[config.mk]
export PLATFORM = sky130hd
export DESIGN_NAME = clms_div
export DESIGN_NICKNAME = d
export VERILOG_FILES = /design/src/clms_pkg.sv /design/src/clms_div.sv
export SDC_FILE = /design/constraint.sdc
export NUM_CORES = 1
export LEC_CHECK = 0
export BUFFER_PORTS_ARGS = -buffer_cell sky130_fd_sc_hd__buf_2
export CAP_MARGIN = 20
export CORE_MARGIN = 2
export CORE_UTILIZATION = 61
export DETAILED_ROUTE_END_ITERATION = 8
export PLACE_DENSITY = 0.95
export SLEW_MARGIN = 20
export SYNTH_ARGS = -nofsm -noshare
export SYNTH_HDL_FRONTEND = slang
export SYNTH_SLANG_ARGS = --single-unit
[constraint.sdc]
create_clock -name clk -period 6.2 [get_ports clk]
set_clock_uncertainty 0.1 [all_clocks]
set_input_delay 0 -clock clk [delete_from_list [all_inputs] [get_ports clk]]
set_output_delay 0 -clock clk [all_outputs]
set_load 0.02 [all_outputs]
[src/clms_pkg.sv]
// shared types and constants of the circular local mean subtract block
// used by clms_div and circular_local_mean_subtract_core; no dependencies
package clms_pkg;

	// fixed widths of the item fields
	localparam int CH_W    = 8;
	localparam int COORD_W = 7;
	localparam int RAD_W   = 4;
	// signed window offset, holds -15..15
	localparam int OFS_W   = 6;
	// window holds at most 31 x 31 pixels
	localparam int CNT_W   = 10;
	localparam int SUM_W   = CH_W + CNT_W;
	// mean never exceeds 255, so the quotient has eight bits
	localparam int QUO_W   = CH_W;
	localparam int STEP_W  = 3;

	// configuration port
	localparam int CFG_AW = 4;
	localparam int CFG_DW = 32;
	localparam logic [1:0] REG_RADIUS = 2'd0;
	localparam logic [1:0] REG_WIDTH  = 2'd1;
	localparam logic [1:0] REG_HEIGHT = 2'd2;

	// input kind on tuser
	localparam logic FUNC_LOAD  = 1'b0;
	localparam logic FUNC_QUERY = 1'b1;

	// result status on tuser
	localparam logic STATUS_OK  = 1'b0;
	localparam logic STATUS_ERR = 1'b1;

	typedef enum logic [5:0] {
		ST_IDLE   = 6'b000001,
		ST_SCAN   = 6'b000010,
		ST_DRAIN  = 6'b000100,
		ST_CENTRE = 6'b001000,
		ST_DIVIDE = 6'b010000,
		ST_RESULT = 6'b100000
	} state_t;

	// request to the shared divider
	typedef struct packed {
		logic             start;
		logic [SUM_W-1:0] dividend;
		logic [CNT_W-1:0] divisor;
	} div_req_t;

	// answer from the shared divider
	typedef struct packed {
		logic             busy;
		logic             done;
		logic [QUO_W-1:0] quot;
	} div_rsp_t;

	// magnitude of a window offset
	function automatic logic [RAD_W-1:0] ofs_abs(input logic signed [OFS_W-1:0] v);
		logic [OFS_W-1:0] m;
		m = v[OFS_W-1] ? OFS_W'(-v) : OFS_W'(v);
		return m[RAD_W-1:0];
	endfunction

endpackage

[src/clms_div.sv]
// shared restoring divider for the neighbourhood mean, one quotient bit per cycle
// depends on clms_pkg
module clms_div
	import clms_pkg::*;
(
	input  logic     clk,
	input  logic     arst_n,
	input  div_req_t req,
	output div_rsp_t rsp
);

	logic             busy_q;
	logic             done_q;
	logic [STEP_W-1:0] step_q;
	logic [SUM_W-1:0] rem_q;
	logic [CNT_W-1:0] div_q;
	logic [QUO_W-1:0] quot_q;
	logic [SUM_W-1:0] trial;
	logic             fits;

	// shifted divisor for the current quotient bit
	always_comb begin
		trial = SUM_W'(div_q) << step_q;
		fits  = rem_q >= trial;
	end

	// control
	always_ff @(posedge clk or negedge arst_n) begin
		if (!arst_n) begin
			busy_q <= 1'b0;
			done_q <= 1'b0;
			step_q <= '0;
		end else begin
			done_q <= 1'b0;
			if (req.start) begin
				busy_q <= 1'b1;
				step_q <= STEP_W'(QUO_W - 1);
			end else if (busy_q) begin
				if (step_q == '0) begin
					busy_q <= 1'b0;
					done_q <= 1'b1;
				end else begin
					step_q <= step_q - 1'b1;
				end
			end
		end
	end

	// remainder and quotient
	always_ff @(posedge clk) begin
		if (req.start) begin
			rem_q  <= req.dividend;
			div_q  <= req.divisor;
			quot_q <= '0;
		end else if (busy_q && fits) begin
			rem_q          <= rem_q - trial;
			quot_q[step_q] <= 1'b1;
		end
	end

	assign rsp.busy = busy_q;
	assign rsp.done = done_q;
	assign rsp.quot = quot_q;

endmodule

==> results.txt <==
- After filler insertion, the fill cell instance count of the layout stands at 281.
- Post-route core utilization: 78.3%
* Post-Layout Inst Area: 3450 um2
- The post-route netlist has 15.3% of its cells at a drive strength greater than 1.
- Count of warnings emitted by yosys: 0
* Global Route met2 Usage: 46.2%
- For the pin with the worst max-slew slack, the measured transition is around 0.84 ns.
- Total vias in the final route: 2,512
- After Yosys synthesis, full adders, half adders and majority gates account for 9.09% of the synthesized area.
- DRC violations left: 0
- Leaving out fill and tap cells, the most frequent cell in the layout is nand2_1.
- Setup violations, final: 0
- The initial antenna violation count was 0.
- just over 40 I/O pins were placed.
- Vertical die dimension: about 72 um
* Starting utilization of the core area: between 60% and 70%
* Final-layout setup total negative slack: 0 ns
* Hold slack final: ~0.13 ns
- Number of synthesized register bits: 41
* Grt ovf: 0
- Summing the areas of all compound-gate instances in the mapped netlist gives 21.0% of the synthesized area.
* Number of unique standard cell types used by synthesis: 53
* Post-synthesis mux area share: 5.16%
* Antenna-violating nets left: 0
- In the global route stage, met1 resource usage came out at between 30% and 40%.
- Row generation in the floorplan step produced 24 rows.
* Clock tree from TritonCTS: done
- Share of synthesized flip-flops with an asynchronous set or reset: between 10% and 20%
- Summing every instance area after synthesis gives 2840 um2.
- Count of inserted antenna diode cells: 0
- Busiest layer in global routing: met2
- Crit path launch type: flip-flop
- Entering global routing, the biggest net connects 52 pins.
* Weighted congestion at the end of routability-driven global placement: a little under 1
- The floorplan step defined a die boundary enclosing 5210 um2.
* Clock sink count: 41
- Max-cap violations: 0
- Clock Latency Late Sink: 0.31 ns
* Unrepaired setup endpoints after global routing: false
- After the last flow step, the layout net total stands at 423.
* Met3 routing resource usage after global routing: ~4.4%
* Final period demand of the worst path: 4.28 ns
- Data arrival time of the critical path: 4.04 ns
* Mean Syn Cell Area: 9.09 um2
- The top cell types in the final layout, fill and taps aside, are nand2_1 (49), buf_2 (40), o21ai_0 (30).
- Final worst path period share: 69.0%
- Largest fanout on the critical path: 24
- CTS H-tree depth: 2
- At the worst endpoint, the required time is 5.97 ns.
- Core Footprint: 4410 um2
- The count of final max-slew check failures was 0.
* Area of placed instances: 3030 um2
- Compared with the post-synthesis result, the final layout area differs by 21.8%.
- Status: finished clean
- In the synthesized netlist the dominant register cell turns out to be edfxtp_1.
- Summing all multi-input logic gate instances after layout gives 1590 um2.
* Register cell area after layout: around 1100 um2
- Deepest clock path buffer count: 2
- Via count of the first global-routing pass: between 2,000 and 2,500
- Count of flip-flops with a built-in enable after synthesis: 28
- Buffers placed on the I/O ports in this run total 40.
- Worst ir drop on vdd: 237 uV
- OpenSTA, run right after detailed placement, puts the worst setup slack at 2.10 ns.
- Dividing the detail-routed via count by the number of cells gives ~5.9.
- Sequential share of the synthesized area: 39.7%
- Tightest slew margin relative to the limit: between 40 and 50%
* Number of design-rule violations left by the first detailed-router iteration: between 100 and 150
- Max frequency: 0.234 GHz
- STA classifies the critical path endpoint as a flip-flop.
* First-pass iteration count of the detailed router: 5
* Simple logic cell fraction of the synthesized area: 16.5%
- Power spread over the standard cell area amounts to ~430 nW/um2.
- By area, the combinational part of the netlist is dominated by compound AO/OA/AOI/OAI gates.
* CTS buffer count: 5
- Die outline width: 72.2 um
* Syn nets: 363
* Cells after Synth: 312
* Hold Violations, Final: 0
* Setup Buffers After CTS: 0
- Routed len/inst: 15.6 um
* Pleak: 1.44 nW
* Root Buffer: clkbuf_8
- Wire length of the first global-routing pass: 10,700 um
- Critical path class: flip-flop to flip-flop
- PnR worst setup slack: roughly 1.9 ns
- Once detailed placement completed, the half-perimeter wirelength came to between 4000 and 5000 um.
* Global Route Usage Sum: 26.7%
- Type of the most critical hold path: primary input to flip-flop
* Clock slew seen by the registers of the worst setup and hold paths: 0.09 ns
- Post-synthesis xor/xnor area fraction: 4.32%
* Post-Route WL: 6650 um
## power by group
| part | switching (W) | internal [W] |
|---|---|---|
| registers | 0.0000482 | 0.000398 |
| logic | 0.000467 | 0.000323 |
| clock network | 0.000105 | 0.000146 |
| total | 0.000620 | 0.000866 |
## per-stage QoR
step           power (W)  cells
4_1_cts          0.00147    425
2_1_floorplan    0.00104    312
3_3_place_gp     0.00117    388
5_1_grt          0.00159    425
3_5_place_dp     0.00121    388
6_report         0.00149    425
## cells in the mapped netlist (all sizes together), types with 3 or more instances
| cell | instances | area, um2 |
|---|---|---|
| nand2 | 49 | 184 |
| a21oi | 30 | 154 |
| o21ai | 30 | 150 |
| edfxtp | 28 | 841 |
| ha | 19 | 238 |
| inv | 14 | 52.6 |
| nor2 | 13 | 48.8 |
| clkbuf | 11 | 41.3 |
| mux2i | 9 | 90.1 |
| dfxtp | 8 | 160 |
| nor3 | 8 | 40.0 |
| xnor2 | 8 | 70.1 |
| nor2b | 6 | 37.5 |
| xor2 | 6 | 52.6 |
| buf | 5 | 28.8 |
| dfrtp | 5 | 125 |
| nand2b | 5 | 31.3 |
| o211ai | 5 | 37.5 |
| nand3 | 4 | 20.0 |
| o31ai | 4 | 30.0 |
| a211oi | 3 | 22.5 |
| a31oi | 3 | 18.8 |
| mux2 | 3 | 33.8 |
| nand4 | 3 | 18.8 |
## state kept, by name, indices dropped and copies added, names as in the netlist
register and count:
step_q 3, rem_q 18, div_q 10, quot_q 8
busy_q 1, done_q 1
## worst max-delay path, stage by stage, from the launching register on
cell	delay, ns
dfrtp_1	0.80
inv_1	0.30
a211oi_1	0.25
a21oi_1	0.10
a21oi_1	0.22
ha_1	0.36
a21oi_1	0.32
o21a_1	0.21
o21ai_0	0.08
a211o_1	0.37
o21ai_0	0.22
nand2_1	0.50
## final timing paths
path	startpoint	cells past startpoint	to	slack (ns)
worst min-delay path	req[24]	3	rem_q[14]	0.13
min in group asynchronous	arst_n	3	step_q[1]	0.49
worst max-delay path	step_q[1]	11	rem_q[12]	1.92
worst max register to register	step_q[1]	11	rem_q[12]	1.92
max in group asynchronous	arst_n	3	step_q[0]	5.32
worst min register to register	quot_q[1]	2	quot_q[1]	0.35
## cell type report
type                    count  area share [%]
multi-input cells         241            46.0
flip-flops and latches     41            32.6
repair buffers             69            14.2
clock buffers               6            2.72
well taps                  52            1.88
inverters                  14            1.52
clock inverters             2            1.12
## layer usage
layer / share of wire (%) / wire length [um]
met5: 0 / 0
met4: 1.7 / 113
met3: 6.8 / 449
met2: 50 / 3290
met1: 42 / 2790
## logic make-up after synthesis
| family | after synthesis |
|---|---|
| adder cells (fa/ha/maj) | 20 |
| multiplexers | 13 |
| flip-flops | 41 |
| XOR/XNOR | 14 |
| buffers and inverters | 30 |
| AO/OA/AOI/OAI | 94 |
| AND/OR/NAND/NOR | 100 |
## repair_timing
| item | 4_1_cts | 5_1_grt |
|---|---|---|
| hold endpoints to repair | 32 | 0 |
| resized for setup | 0 | 0 |
| hold buffers | 29 | 0 |
Note: power is estimated with default switching activity, not from simulation.
